--- config.mk ---
export PLATFORM = sky130hd
export DESIGN_NAME = sensor_report_hex_framer
export DESIGN_NICKNAME = d
export VERILOG_FILES = /design/src/rtl/core/srhf_pkg.sv /design/src/rtl/core/srhf_front.sv /design/src/rtl/core/srhf_queue.sv /design/src/rtl/core/srhf_back.sv /design/src/rtl/core/sensor_report_hex_framer.sv
export SDC_FILE = /design/constraint.sdc
export NUM_CORES = 1
export LEC_CHECK = 0
export BUFFER_PORTS_ARGS = -buffer_cell sky130_fd_sc_hd__buf_4
export CAP_MARGIN = 20
export CELL_PAD_IN_SITES_DETAIL_PLACEMENT = 1
export CELL_PAD_IN_SITES_GLOBAL_PLACEMENT = 1
export CORE_ASPECT_RATIO = 0.75
export CORE_UTILIZATION = 30
export DETAILED_ROUTE_END_ITERATION = 8
export PLACE_DENSITY = 0.63
export SLEW_MARGIN = 30
export SYNTH_ARGS = -nofsm -noshare
export SYNTH_HDL_FRONTEND = slang
export SYNTH_HIERARCHICAL = 1
export SYNTH_SLANG_ARGS = --single-unit
--- constraint.sdc ---
create_clock -name clk_i -period 12.2 [get_ports clk_i]
set_input_delay 3.05 -clock clk_i [delete_from_list [all_inputs] [get_ports clk_i]]
set_output_delay 3.05 -clock clk_i [all_outputs]
set_load 0.005 [all_outputs]
--- src/rtl/core/srhf_pkg.sv ---
// package for the sensor report hex framer
// record and character types, ascii constants, hex digit encoder; no dependencies
`timescale 1ns / 1ps

package srhf_pkg;

  localparam int FieldW          = 24;
  localparam int NibCount        = FieldW / 4;
  localparam int MaxHexDigitsDef = 6;

  localparam logic [6:0] CharZero   = 7'h30;
  localparam logic [6:0] CharA      = 7'h41;
  localparam logic [6:0] HeaderChar = 7'h32;

  typedef struct packed {
    logic [FieldW-1:0] battery_level;
    logic [FieldW-1:0] temperature_value;
    logic [FieldW-1:0] latitude_value;
    logic [FieldW-1:0] longitude_value;
    logic [FieldW-1:0] volume_value;
    logic [FieldW-1:0] angle_value;
  } rec_t;

  typedef struct packed {
    logic [6:0] frame_char;
    logic       frame_last;
  } char_t;

  function automatic logic [6:0] hex_char(input logic [3:0] nib);
    logic [6:0] ch;
    if (nib < 4'd10) begin
      ch = CharZero + {3'b000, nib};
    end else begin
      ch = CharA + {3'b000, nib} - 7'd10;
    end
    return ch;
  endfunction

endpackage

--- src/rtl/core/srhf_front.sv ---
// front part: takes records, clamps fixed fields and sizes the minimal fields
// depends on srhf_pkg; feeds srhf_queue
`timescale 1ns / 1ps

module srhf_front #(
  parameter int MaxHexDigits = srhf_pkg::MaxHexDigitsDef,
  parameter int JobW         = 16 + 16 * MaxHexDigits + 2 * $clog2(MaxHexDigits)
) (
  input  logic             in_valid_i,
  output logic             in_stall_o,
  input  srhf_pkg::rec_t   in_data_i,
  input  logic             q_full_i,
  output logic             q_push_o,
  output logic [JobW-1:0]  q_data_o
);
  import srhf_pkg::*;

  localparam int LW = 4 * MaxHexDigits;
  localparam int DW = $clog2(MaxHexDigits);
  localparam logic [2:0] DigMax = 3'(MaxHexDigits - 1);

  typedef struct packed {
    logic [7:0]    bat;
    logic [7:0]    tmp;
    logic [LW-1:0] lat;
    logic [LW-1:0] lon;
    logic [LW-1:0] vol;
    logic [LW-1:0] ang;
    logic [DW-1:0] vol_top;
    logic [DW-1:0] ang_top;
  } job_t;

  job_t job;
  logic [31:0] lat32, lon32, vol32, ang32;
  logic [2:0]  vol_top, ang_top;

  assign lat32 = {8'b0, in_data_i.latitude_value};
  assign lon32 = {8'b0, in_data_i.longitude_value};
  assign vol32 = {8'b0, in_data_i.volume_value};
  assign ang32 = {8'b0, in_data_i.angle_value};

  // highest nonzero nibble, capped at MaxHexDigits - 1
  always_comb begin
    vol_top = '0;
    ang_top = '0;
    for (int i = 0; i < NibCount; i++) begin
      if (in_data_i.volume_value[4*i +: 4] != 4'd0) vol_top = 3'(i);
      if (in_data_i.angle_value[4*i +: 4] != 4'd0) ang_top = 3'(i);
    end
    if (vol_top > DigMax) vol_top = DigMax;
    if (ang_top > DigMax) ang_top = DigMax;
  end

  always_comb begin
    job.bat = (in_data_i.battery_level[FieldW-1:8] != '0) ? 8'd0
                                                           : in_data_i.battery_level[7:0];
    job.tmp = (in_data_i.temperature_value[FieldW-1:8] != '0) ? 8'd0
                                                               : in_data_i.temperature_value[7:0];
    job.lat = ((lat32 >> LW) != 32'd0) ? '0 : lat32[LW-1:0];
    job.lon = ((lon32 >> LW) != 32'd0) ? '0 : lon32[LW-1:0];
    job.vol = vol32[LW-1:0];
    job.ang = ang32[LW-1:0];
    job.vol_top = vol_top[DW-1:0];
    job.ang_top = ang_top[DW-1:0];
  end

  assign in_stall_o = q_full_i;
  assign q_push_o   = in_valid_i && !q_full_i;
  assign q_data_o   = job;

endmodule

--- src/rtl/core/srhf_queue.sv ---
// two-entry queue of classified records between front and back
// no package dependencies
`timescale 1ns / 1ps

module srhf_queue #(
  parameter int Width = 8
) (
  input  logic             clk_i,
  input  logic             rst_ni,
  input  logic             push_i,
  input  logic [Width-1:0] data_i,
  output logic             full_o,
  output logic             valid_o,
  input  logic             pop_i,
  output logic [Width-1:0] data_o
);

  localparam int Depth = 2;

  logic [Width-1:0] mem_q [Depth];
  logic             wr_ptr_q, rd_ptr_q;
  logic [1:0]       cnt_q;

  assign full_o  = (cnt_q == 2'(Depth));
  assign valid_o = (cnt_q != 2'd0);
  assign data_o  = mem_q[rd_ptr_q];

  always_ff @(posedge clk_i) begin
    if (push_i) mem_q[wr_ptr_q] <= data_i;
  end

  always_ff @(posedge clk_i or negedge rst_ni) begin
    if (!rst_ni) begin
      wr_ptr_q <= 1'b0;
      rd_ptr_q <= 1'b0;
      cnt_q    <= 2'd0;
    end else begin
      if (push_i) wr_ptr_q <= ~wr_ptr_q;
      if (pop_i)  rd_ptr_q <= ~rd_ptr_q;
      cnt_q <= cnt_q + {1'b0, push_i} - {1'b0, pop_i};
    end
  end

  a_cnt_bound: assert property (@(posedge clk_i) disable iff (!rst_ni)
    cnt_q <= 2'(Depth)) else $error("queue count overflow");
  a_no_push_full: assert property (@(posedge clk_i) disable iff (!rst_ni)
    push_i |-> cnt_q != 2'(Depth)) else $error("push into full queue");
  a_no_pop_empty: assert property (@(posedge clk_i) disable iff (!rst_ni)
    pop_i |-> cnt_q != 2'd0) else $error("pop from empty queue");

endmodule

--- src/rtl/core/srhf_back.sv ---
// back part: walks the frame segments and emits one character per transfer
// depends on srhf_pkg; drains srhf_queue
`timescale 1ns / 1ps

module srhf_back #(
  parameter int MaxHexDigits = srhf_pkg::MaxHexDigitsDef,
  parameter int JobW         = 16 + 16 * MaxHexDigits + 2 * $clog2(MaxHexDigits)
) (
  input  logic             clk_i,
  input  logic             rst_ni,
  input  logic             q_valid_i,
  input  logic [JobW-1:0]  q_data_i,
  output logic             q_pop_o,
  output logic             out_valid_o,
  input  logic             out_stall_i,
  output srhf_pkg::char_t  out_data_o
);
  import srhf_pkg::*;

  localparam int LW = 4 * MaxHexDigits;
  localparam int DW = $clog2(MaxHexDigits);
  localparam logic [DW-1:0] DigMax = DW'(MaxHexDigits - 1);

  typedef struct packed {
    logic [7:0]    bat;
    logic [7:0]    tmp;
    logic [LW-1:0] lat;
    logic [LW-1:0] lon;
    logic [LW-1:0] vol;
    logic [LW-1:0] ang;
    logic [DW-1:0] vol_top;
    logic [DW-1:0] ang_top;
  } job_t;

  typedef enum logic [8:0] {
    SegHdr = 9'b000000001,
    SegBat = 9'b000000010,
    SegTmp = 9'b000000100,
    SegLat = 9'b000001000,
    SegLon = 9'b000010000,
    SegSep = 9'b000100000,
    SegVol = 9'b001000000,
    SegAng = 9'b010000000,
    SegEnd = 9'b100000000
  } seg_e;

  job_t          job_q;
  seg_e          seg_q, seg_nxt;
  logic [DW-1:0] dig_q, dig_nxt;
  logic          busy_q, out_valid_q;
  char_t         out_data_q;
  logic [3:0]    nib;
  logic [6:0]    ch;
  logic          last, emit, load;

  always_comb begin
    nib     = 4'd0;
    ch      = CharZero;
    last    = 1'b0;
    seg_nxt = seg_q;
    dig_nxt = (dig_q == '0) ? '0 : dig_q - DW'(1);
    case (seg_q)
      SegHdr: begin
        ch      = HeaderChar;
        seg_nxt = SegBat;
        dig_nxt = DW'(1);
      end
      SegBat: begin
        nib = job_q.bat[{dig_q[0], 2'b00} +: 4];
        ch  = hex_char(nib);
        if (dig_q == '0) begin
          seg_nxt = SegTmp;
          dig_nxt = DW'(1);
        end
      end
      SegTmp: begin
        nib = job_q.tmp[{dig_q[0], 2'b00} +: 4];
        ch  = hex_char(nib);
        if (dig_q == '0) begin
          seg_nxt = SegLat;
          dig_nxt = DigMax;
        end
      end
      SegLat: begin
        nib = job_q.lat[{dig_q, 2'b00} +: 4];
        ch  = hex_char(nib);
        if (dig_q == '0) begin
          seg_nxt = SegLon;
          dig_nxt = DigMax;
        end
      end
      SegLon: begin
        nib = job_q.lon[{dig_q, 2'b00} +: 4];
        ch  = hex_char(nib);
        if (dig_q == '0) seg_nxt = SegSep;
      end
      SegSep: begin
        ch      = CharZero;
        seg_nxt = SegVol;
        dig_nxt = job_q.vol_top;
      end
      SegVol: begin
        nib = job_q.vol[{dig_q, 2'b00} +: 4];
        ch  = hex_char(nib);
        if (dig_q == '0) begin
          seg_nxt = SegAng;
          dig_nxt = job_q.ang_top;
        end
      end
      SegAng: begin
        nib = job_q.ang[{dig_q, 2'b00} +: 4];
        ch  = hex_char(nib);
        if (dig_q == '0) seg_nxt = SegEnd;
      end
      SegEnd: begin
        ch   = CharZero;
        last = 1'b1;
      end
      default: begin
        ch   = CharZero;
        last = 1'b1;
      end
    endcase
  end

  assign emit    = busy_q && (!out_valid_q || !out_stall_i);
  assign load    = q_valid_i && (!busy_q || (emit && last));
  assign q_pop_o = load;

  always_ff @(posedge clk_i) begin
    if (load) job_q <= q_data_i;
    if (emit) begin
      out_data_q.frame_char <= ch;
      out_data_q.frame_last <= last;
    end
  end

  always_ff @(posedge clk_i or negedge rst_ni) begin
    if (!rst_ni) begin
      busy_q      <= 1'b0;
      seg_q       <= SegHdr;
      dig_q       <= '0;
      out_valid_q <= 1'b0;
    end else begin
      if (load) begin
        busy_q <= 1'b1;
        seg_q  <= SegHdr;
      end else if (emit) begin
        if (last) busy_q <= 1'b0;
        seg_q <= seg_nxt;
        dig_q <= dig_nxt;
      end
      if (emit) begin
        out_valid_q <= 1'b1;
      end else if (!out_stall_i) begin
        out_valid_q <= 1'b0;
      end
    end
  end

  assign out_valid_o = out_valid_q;
  assign out_data_o  = out_data_q;

  a_reload_on_end: assert property (@(posedge clk_i) disable iff (!rst_ni)
    (load && busy_q) |-> (emit && seg_q == SegEnd)) else $error("reload mid frame");
  a_idle_after_end: assert property (@(posedge clk_i) disable iff (!rst_ni)
    (emit && seg_q == SegEnd && !q_valid_i) |=> !busy_q) else $error("busy after last");
  a_digit_range: assert property (@(posedge clk_i) disable iff (!rst_ni)
    busy_q |-> dig_q <= DigMax) else $error("digit index out of range");

endmodule

--- src/rtl/core/sensor_report_hex_framer.sv ---
// top level of the sensor report hex framer
// depends on srhf_pkg, srhf_front, srhf_queue and srhf_back
//
// usage: one sensor record is a transfer on the in channel (in_valid_i,
// in_stall_o, in_data_i). the frame leaves as ascii characters, one per
// transfer on the out channel (out_valid_o, out_stall_i, out_data_o), with
// frame_last set on the closing character.
// frame length is 9 + 2*MaxHexDigits up to 7 + 4*MaxHexDigits characters
// (21 to 31 at the default of 6 digits).
// path: a record passes the queue, the back sequencer's job register and the output
// register before its first character is valid.
// throughput: one character per cycle while out_stall_i is low; frames follow each
// other with no gap when the next record is already queued. the output register
// and the back sequencer set that rate.
// a two-entry queue holds records taken while a frame is still going out;
// in_stall_o rises when it is full.
// when out_stall_i is high the current character holds and the sequencer
// waits. reset clears the queue, the sequencer and out_valid_o; no state is
// kept between records.
`timescale 1ns / 1ps

module sensor_report_hex_framer #(
  parameter int MaxHexDigits = srhf_pkg::MaxHexDigitsDef
) (
  input  logic            clk_i,
  input  logic            rst_ni,
  input  logic            in_valid_i,
  output logic            in_stall_o,
  input  srhf_pkg::rec_t  in_data_i,
  output logic            out_valid_o,
  input  logic            out_stall_i,
  output srhf_pkg::char_t out_data_o
);
  import srhf_pkg::*;

  localparam int JobW = 16 + 16 * MaxHexDigits + 2 * $clog2(MaxHexDigits);

  logic            q_push, q_full, q_valid, q_pop;
  logic [JobW-1:0] q_wdata, q_rdata;

  srhf_front #(
    .MaxHexDigits(MaxHexDigits),
    .JobW        (JobW)
  ) u_front (
    .in_valid_i(in_valid_i),
    .in_stall_o(in_stall_o),
    .in_data_i (in_data_i),
    .q_full_i  (q_full),
    .q_push_o  (q_push),
    .q_data_o  (q_wdata)
  );

  srhf_queue #(
    .Width(JobW)
  ) u_queue (
    .clk_i  (clk_i),
    .rst_ni (rst_ni),
    .push_i (q_push),
    .data_i (q_wdata),
    .full_o (q_full),
    .valid_o(q_valid),
    .pop_i  (q_pop),
    .data_o (q_rdata)
  );

  srhf_back #(
    .MaxHexDigits(MaxHexDigits),
    .JobW        (JobW)
  ) u_back (
    .clk_i      (clk_i),
    .rst_ni     (rst_ni),
    .q_valid_i  (q_valid),
    .q_data_i   (q_rdata),
    .q_pop_o    (q_pop),
    .out_valid_o(out_valid_o),
    .out_stall_i(out_stall_i),
    .out_data_o (out_data_o)
  );

endmodule

# [Word-level counts from Yosys, hierarchy flattened]
# Memory sizes are Yosys's and may differ from the RTL's. A register that Yosys moved wholly into a read port is not among the register bits.
# Cells that the tools add are included.
[totals] elab_cells=139 out_inout_bits=10 latchBits=0 mem_bits_ro=0 memories=1 inputBits=148 ram_bits=236 ff_bits=26
[mem_list] name="u_queue.mem_q" depth=2 word_bits=118 rd=1 rd_ports_with_merged_regs=1 wr=1 line="srhf_queue.sv:20" source="logic [Width-1:0] mem_q [Depth];"
[op_classes] add_sub_neg=21 div_mod_pow=0 n_shift=6 mul=0 n_bitwise=3 n_eq_ne=17 muxes=43 n_lt_le_gt_ge=8 n_reduce_logical=31
[op_table] cell="24-bit by 6-bit variable part select with 4-bit output" n=4
[op_table] cell="9-bit 2-to-1 mux" n=8
[op_table] cell="9-bit case mux with 8 select lines" n=1
[op_table] cell="7-bit case mux with 7 select lines" n=1
[op_table] cell="6-bit by 4-bit adder with 7-bit output (first input constant)" n=6
[op_table] cell="7-bit by 4-bit adder with 7-bit output (first input constant)" n=6
[op_table] cell="7-bit 2-to-1 mux" n=6
[op_table] cell="7-bit by 4-bit subtractor with 7-bit output (second input constant)" n=6
[op_table] cell="4-bit nonzero test" n=10
[op_table] cell="3-bit 2-to-1 mux" n=13
[op_table] cell="16-bit nonzero test" n=2
[op_table] cell="4-bit less-than comparator (second input constant)" n=6
[op_table] cell="3-bit by 2-bit != test with 1-bit output (second input constant)" n=6
[op_table] cell="8-bit 2-to-1 mux" n=2
[op_table] cell="8-bit by 4-bit variable part select with 4-bit output" n=2
[op_table] cell="3-bit case mux with 5 select lines" n=1
[op_table] cell="1-bit 2-to-1 mux" n=10
[op_table] cell="9-bit by 1-bit == test with 1-bit output (second input constant)" n=1
[op_table] cell="9-bit by 2-bit == test with 1-bit output (second input constant)" n=1
[op_table] cell="9-bit by 3-bit == test with 1-bit output (second input constant)" n=1
[op_table] cell="9-bit by 4-bit == test with 1-bit output (second input constant)" n=1
[op_table] cell="9-bit by 5-bit == test with 1-bit output (second input constant)" n=1
[op_table] cell="9-bit by 6-bit == test with 1-bit output (second input constant)" n=1
[op_table] cell="9-bit by 7-bit == test with 1-bit output (second input constant)" n=1
[op_table] cell="other kinds (19)" n=32

# [Depth between registers and ports, before layout]
# Gate-level depths: netlist of the first run.
[depth] ltp_word=8 depth_mapped=12 mapped_depth_nobuf=11

# [Modules after synthesis]
# The synthesis of the first run kept the hierarchy.
[modules_own_cells] mod="srhf_queue" seq_area_each_um2=7186.9 cells_each=382 n_inst=1 area_each_um2=8757.1
[modules_own_cells] mod="srhf_back" seq_area_each_um2=4135.2 cells_each=467 n_inst=1 area_each_um2=6465.0
[modules_own_cells] mod="srhf_front" seq_area_each_um2=0.0 cells_each=142 n_inst=1 area_each_um2=1042.2

# [Least setup slack after synthesis of the first run]
# No wires, ideal clock.
[synth_timing] kind="input-to-reg" startpoint="input in_valid_i" endpoint="memory u_queue/mem_q[0][0] in the netlist's numbering (enable)" arrival_ns=8.520 slack_ns=3.070 n_path_buf=0 setup_time_ns=0.610 path_stages=2 required_ns=11.590 cell_sequence="nor2b_1 nor2b_1"
[synth_between] elab_chain_cells=3
[synth_lines] item="start, declared" line="sensor_report_hex_framer.sv:27" source="input logic in_valid_i,"
[synth_lines] item="1-bit logical AND" line="srhf_front.sv:68" source="assign q_push_o = in_valid_i && !q_full_i;"
[synth_lines] item="1-bit 2-to-1 mux" line="srhf_queue.sv:29" source="if (push_i) mem_q[wr_ptr_q] <= data_i;"
[synth_lines] item="1-bit 2-to-1 mux (not written as such)" line="srhf_queue.sv:29"
[synth_lines] item="end, declared" line="srhf_queue.sv:20"
# No other way between the ends.

# [Worst setup path after layout of the first run]
[layout_timing] startpoint="input in_valid_i" endpoint="memory u_queue/mem_q[0][101] in the netlist's numbering (enable)"
[layout_between] elab_chain_cells=3
[layout_lines] item="1-bit logical AND" line="srhf_front.sv:68"
[layout_lines] item="net q_push" line="sensor_report_hex_framer.sv:38" source="logic q_push, q_full, q_valid, q_pop;"
[layout_lines] item="1-bit 2-to-1 mux" line="srhf_queue.sv:29"
[layout_lines] item="1-bit 2-to-1 mux (not written as such)" line="srhf_queue.sv:29"
# The timed path passes the listed nets, and every way through them passes these cells.

==> results of run 1 <==
## per-layer routing
metal | wire length (µm) | GRT usage | vias up
met3 | 1960 | 0.0288 | 45
met4 | 649 | 0.0343 | 0
met1 | 17200 | 0.182 | 4227
met5 | 0 | 0 | -
li1 | - | - | 3886
met2 | 16200 | 0.200 | 208
## power by group through the flow
stage / Clock [mW] / Sequential, mW / Combinational (mW)
after floorplan: 0 / 2.15 / 1.07
after global placement: 0 / 2.20 / 1.37
after detailed placement: 0 / 2.22 / 1.40
after CTS: 1.21 / 2.19 / 1.42
after global routing: 1.25 / 2.23 / 1.53
final: 1.18 / 2.18 / 1.39
## path summary, 6_finish.rpt
| path | end | slack [ns] | cells past startpoint |
|---|---|---|---|
| max | u_queue/mem_q[0][101] | 7.40 | 5 |
| min | u_back/job_q[114] | 0.54 | 1 |
| max reg2reg | u_back/out_data_o[7] | 8.19 | 9 |
| min reg2reg | u_back/job_q[114] | 0.54 | 1 |
| max in group asynchronous | u_back/seg_q[0] | 9.52 | 1 |
| min in group asynchronous | u_back/out_valid_o | 2.40 | 1 |
## cell families (layout without fill, tap and decap cells)
| kind of cell | Yosys count | count (layout) |
|---|---|---|
| fa+ha+maj | 11 | 11 |
| compound gates | 113 | 113 |
| xor+xnor | 11 | 11 |
| simple gates | 163 | 163 |
| flops | 380 | 380 |
| mux | 169 | 169 |
| buf+inv | 144 | 252 |
## state kept, by name (all words and copies together), names as in the netlist
name / flops
u_queue/rd_ptr_q: 1
u_back/busy_q: 1
u_back/out_data_o: 8
u_queue/cnt_q: 2
u_back/out_valid_o: 1
u_queue/mem_q: 236
u_queue/wr_ptr_q: 1
u_back/dig_q: 3
u_back/seg_q: 9
u_back/job_q: 118
## metrics by stage
| step | util | cell area (µm²) | setup slack [ns] |
|---|---|---|---|
| 2_1_floorplan | - | 16300 | 3.07 |
| 3_3_place_gp | 0.328 | 17400 | 6.54 |
| 3_5_place_dp | 0.328 | 17500 | 6.52 |
| 4_1_cts | 0.351 | 18700 | 7.09 |
| 5_1_grt | 0.352 | 18700 | 7.23 |
| 6_report | 0.352 | 18700 | 7.40 |
## cell type report
class                           count  share of cell area
Timing Repair Buffer              167              0.0684
Multi-Input combinational cell    467               0.209
Inverter                           16             0.00334
Sequential cell                   380               0.605
Clock inverter                     23              0.0134
Tap cell                          712              0.0475
Clock buffer                       46              0.0535
## cell usage in the layout, fill, tap and decap left out, types with 13 or more instances in the layout
cell and n:
a21oi_1 23, and2_1 16, buf_4 164, clkbuf_16 39, dfrtp_1 15, edfxtp_1 362, inv_1 14, mux2_2 119
mux2i_1 42, nand2_1 24, nor2_1 36, nor3_1 13, nor4_1 13, o21ai_0 21
==> run_results.csv, run 1 <==
group,metric,value,unit
detailed_routing,drt_iter0_markers,458,
logic_synthesis,yosysTopAreaCell,"edfxtp_1",
detailed_routing,drtAntennaViolNets,0,
floorplanning,die_area,55200,µm²
logic_synthesis,ys.flop_type,"edfxtp_1",
sta,hold_viol,0,
logic_synthesis,synth_top_cells_by_area,"edfxtp_1 (67%), mux2_2 (8.2%), buf_4 (4.5%)",
logic_synthesis,syn_area,16300,µm²
sta,min_period,4.80,ns
logic_synthesis,synth_top_area_share,0.668,
setup_path,timing.rr.start,"u_back/dig_q[0]",
floorplanning,coreArea,53200,µm²
setup_path,critPathBufInv,3,
clock_tree,clock_latency,0.54,ns
detailed_routing,wire_per_inst,19.9,µm
pwr,ir_drop,0.000117,V
placement,gp_congestion,0.824,
min_path,min-delay-start,"u_queue/mem_q[1][114]",
pwr,seq_power_share,0.459,
clock_tree,clkSinkCount,380,
floorplanning,num_rows,73,
pwr,switchingPower,1.51,mW
placement,dp.cells,1741,
setup_path,crit_top_cell,"buf_4",
floorplanning,ios,158,
global_routing,grt_max_degree,68,
detailed_routing,drc,0,
clock_tree,clk_pin_slew,0.06,ns
pwr,power.internal,3.24,mW
logic_synthesis,yosys.area_share.xor_xnor,0.00685,
sta,rsz0062_at_grt,"false",
pwr,p_total,4.76,mW
logic_synthesis,ys_ff_latch,380,
pwr,p_per_area,254,nW/µm²
logic_synthesis,synth_mux_area_frac,0.119,
setup_path,critical_path.cell_chain,"buf_4, nor2b_1, nor2b_4, buf_4, buf_6",
outcome,status,"finished clean",
logic_synthesis,syn_area_per_cell,16.4,µm²
placement,io_buffer_count,157,
pwr,p_leak,6.55,nW
detailed_routing,routed_wirelength,36000,µm
sta,setup_tns,0,ns
placement,dp_hpwl,24400,µm
floorplanning,fp.dieW,271,µm
finish,fillers,5415,
logic_synthesis,synthAdderAreaFrac,0.00846,
logic_synthesis,synth_nets,1150,
finish,instances_no_fill,1811,
sta,period_share,0.394,
logic_synthesis,async_reset_ff_frac,0.0474,
logic_synthesis,yosys-top-cells-count,"edfxtp_1 (362), mux2_2 (119), buf_4 (98)",
setup_path,worst-endpoint-arrival,4.96,ns
clock_tree,clockBufferDepth,3,
clock_tree,ctsHtreeMaxLevel,2,
clock_tree,tritoncts,"yes",
global_routing,antenna_found_initial,0,
run,max-cap-violations,0,
setup_path,slowest_stage,"buf_6",
logic_synthesis,syn_inst,991,
global_routing,overflow,0,
detailed_routing,drt-pass1-iter-count,5,
logic_synthesis,synth_compound_area_frac,0.0466,
clock_tree,cts_buffers,39,
pwr,pwr-share-clk,0.247,
sta,fin_skew,0.0181,ns
finish,multi_input_area,3920,µm²
global_routing,groute.usage.overall,0.129,
sta,setup_viol,0,
setup_path,startpoint,"in_valid_i",
setup_path,crit_family,"buffers and inverters",
min_path,hold_class,"flip-flop to flip-flop",
floorplanning,die_h,204,µm
logic_synthesis,synth_top_family_by_area,"multiplexers",
finish,drive_above_1_share,0.339,
sta,report.final.slew_viol_count,0,
finish,antenna_cells,0,
logic_synthesis,synth.most_common_cell,"edfxtp_1",
pwr,comb_power_share,0.293,
setup_path,cp.required,12.36,ns
sta,fmax,0.208,GHz
logic_synthesis,synth_edf_count,362,
setup_path,crit_path_start_kind,"input port",
setup_path,cp_slowest_stage_delay,0.65,ns
detailed_routing,vias_per_cell,4.62,
floorplanning,start_util,0.305,
setup_path,path_max_fanout,66,
finish,synthToLayoutAreaGrowth,15.2,%
clock_tree,post_cts_buffers,0,
clock_tree,cts_root_buffer,"clkbuf_16",
setup_path,critPathKind,"input port to flip-flop",
finish,finalNetCount,1230,
detailed_routing,via_count,8366,
sta,tightest_slew,1.10,ns
global_routing,grt_pass1_vias,8814,
sta,slew_headroom,0.257,
logic_synthesis,yosysSeqAreaShare,0.696,
logic_synthesis,synthDistinctLibCells,71,
sta,whs,0.544,ns
clock_tree,ctsResizeCount,0,
logic_synthesis,yosys_warnings,6,
pwr,switching_share,0.318,
setup_path,endpoint_kind,"flip-flop",
logic_synthesis,synth-simple-area-share,0.0592,
finish,final-seq-area,11300,µm²
global_routing,grt_pass1_wl,54100,µm
clock_tree,hold_buffers,0,
Note: power is estimated with default switching activity, not from simulation.
==> inputs of run 2 (changes only) <==
--- a/config.mk
+++ b/config.mk
@@ -12,7 +12,7 @@
 export CORE_ASPECT_RATIO = 0.75
 export CORE_UTILIZATION = 30
 export DETAILED_ROUTE_END_ITERATION = 8
-export PLACE_DENSITY = 0.63
+export PLACE_DENSITY = 0.65
 export SLEW_MARGIN = 30
 export SYNTH_ARGS = -nofsm -noshare
 export SYNTH_HDL_FRONTEND = slang
==> constraint.sdc (replaced) <==
create_clock -name clk_i -period 4.2 [get_ports clk_i]
set_input_delay 1.05 -clock clk_i [delete_from_list [all_inputs] [get_ports clk_i]]
set_output_delay 1.05 -clock clk_i [all_outputs]
set_load 0.005 [all_outputs]
==> run_results.csv, run 2 (synthesis gave the netlist of run 1 again) <==
group,metric,value,unit
detailed_routing,drt_iter0_markers,590,
sta,min_period,3.00,ns
clock_tree,clk_pin_slew,0.06,ns
detailed_routing,routed_wirelength,36200,µm
global_routing,grt_max_degree,120,
setup_path,startpoint,"u_back/dig_q[0]",
finish,synthToLayoutAreaGrowth,15.8,%
clock_tree,clockBufferDepth,3,
detailed_routing,drtAntennaViolNets,0,
clock_tree,post_cts_buffers,0,
finish,largestRegisters,"u_queue/mem_q: 236 flops, u_back/job_q: 118 flops, u_back/seg_q: 9 flops",
sta,setup_tns,0,ns
sta,hold_viol,0,
setup_path,crit_path_start_kind,"flip-flop",
finish,multi_input_area,3940,µm²
sta,tightest_slew,0.872,ns
detailed_routing,drc,0,
global_routing,groute.usage.overall,0.130,
clock_tree,clkSinkCount,380,
run,max-cap-violations,0,
floorplanning,coreArea,53200,µm²
setup_path,path_max_fanout,29,
global_routing,met2_usage,0.200,
clock_tree,ctsHtreeMaxLevel,2,
finish,design_area,18800,µm²
clock_tree,ctsResizeCount,0,
global_routing,overflow,0,
outcome,status,"finished clean",
setup_path,cp_slowest_stage_delay,0.74,ns
sta,period_share,0.715,
floorplanning,ios,158,
sta,slew_headroom,0.419,
placement,place_area,17500,µm²
clock_tree,cts_buffers,40,
pwr,p_per_area,742,nW/µm²
floorplanning,die_area,55200,µm²
clock_tree,cts_root_buffer,"clkbuf_16",
pwr,p_leak,6.56,nW
sta,rsz0062_at_grt,"false",
setup_path,slowest_stage,"dfrtp_2",
clock_tree,tritoncts,"yes",
setup_path,endpoint_kind,"flip-flop",
clock_tree,hold_buffers,0,
clock_tree,clock_latency,0.54,ns
pwr,ir_drop,0.000547,V
setup_path,worst-endpoint-arrival,3.27,ns
global_routing,grt_pass1_vias,8865,
global_routing,met1_usage,0.186,
detailed_routing,vias_per_cell,4.65,
detailed_routing,wire_per_inst,19.9,µm
global_routing,grt.busiest_layer,"met2",
placement,dp.cells,1742,
setup_path,reg2reg_to,"u_back/out_data_o[5]",
global_routing,use_met3,0.0270,
finish,mostFrequentLayoutCells,"edfxtp_1 (362), buf_4 (162), mux2_2 (119)",
sta,report.final.slew_viol_count,0,
sta,fin_skew,0.0157,ns
sta,whs,0.387,ns
global_routing,antenna_found_initial,0,
sta,fmax,0.333,GHz
finish,largest_reg_flops,236,
floorplanning,die_h,204,µm
min_path,hold_class,"input port to asynchronous set/reset pin",
placement,gp_congestion,0.860,
finish,fillers,5362,
finish,layout_commonest_cell,"edfxtp_1",
finish,final-seq-area,11300,µm²
global_routing,grt_pass1_wl,54400,µm
finish,finalNetCount,1231,
detailed_routing,drt-pass1-iter-count,7,
floorplanning,num_rows,73,
setup_path,r2r_slack,1.20,ns
setup_path,timing.rr.start,"u_back/dig_q[0]",
sta,setup_viol,0,
placement,io_buffer_count,157,
setup_path,critPathKind,"flip-flop to flip-flop",
setup_path,critical_path.cell_chain,"buf_12, mux2i_1, o22ai_1, nor2_1, ha_1, o21a_1, o21ai_1, o311ai_1, or4_1",
floorplanning,fp.dieW,271,µm
setup_path,reg2regPathDepth,9,
finish,instances_no_fill,1815,
detailed_routing,via_count,8433,
floorplanning,start_util,0.305,
pwr,p_total,14.0,mW
finish,top_register,"u_queue/mem_q",
finish,drive_above_1_share,0.346,
setup_path,cp.required,4.46,ns
placement,dp_hpwl,24600,µm
## run 2: cell types whose count changed in the layout (fill, tap and decap cells not counted), sizes merged
cell | previous run | this run
clkinv | 18 | 10
clkinvlp | 0 | 6
bufinv | 5 | 4
clkbuf | 46 | 50
inv | 16 | 18
diode | 0 | 1
## run 2: metal layers
| metal | routed length (µm) | part of all wire | vias to the layer above |
|---|---|---|---|
| li1 | - | - | 3887 |
| met1 | 17100 | 0.47 | 4330 |
| met2 | 16800 | 0.46 | 181 |
| met3 | 1760 | 0.049 | 35 |
| met4 | 510 | 0.014 | 0 |
| met5 | 0 | 0 | - |
## run 2: layout make-up
cell class,instances,area share
Sequential cell,380,0.602
Clock inverter,22,0.0123
Timing Repair Buffer,167,0.0699
Clock buffer,50,0.0563
Inverter,16,0.00339
Tap cell,712,0.0473
Multi-Input combinational cell,467,0.209
Antenna cell,1,0.000133
## run 2: worst max-delay path by stage
stage,to,cells after the start
2_1_floorplan,u_queue/cnt_q[1],12
3_3_place_gp,u_back/out_data_o[5],9
3_5_place_dp,u_back/out_data_o[2],8
4_1_cts,u_back/out_data_o[5],9
5_1_grt,u_back/out_data_o[5],8
6_report,u_back/out_data_o[5],9
## run 2: stage by stage
step                      utilization  setup WS (ns)
final                           0.354           1.20
after global routing            0.354          0.996
after CTS                       0.353           1.23
after detailed placement        0.329           1.26
after global placement          0.329           1.33
after floorplan                     -         -0.121
## run 2: worst max-delay path: cells and delay by family (launching register included)
kind	cells	cell delay, ns
buffers and inverters	1	0.29
AND/OR/NAND/NOR	2	0.66
AO/OA/AOI/OAI	4	0.66
adder cells (fa/ha/maj)	1	0.26
multiplexers	1	0.10
flip-flops	1	0.74
## run 2: report_power, final
group	leakage, nW	switching (mW)	internal, mW
clock network	0.614	1.44	2.05
registers	3.61	0.508	5.79
logic	2.33	2.51	1.66
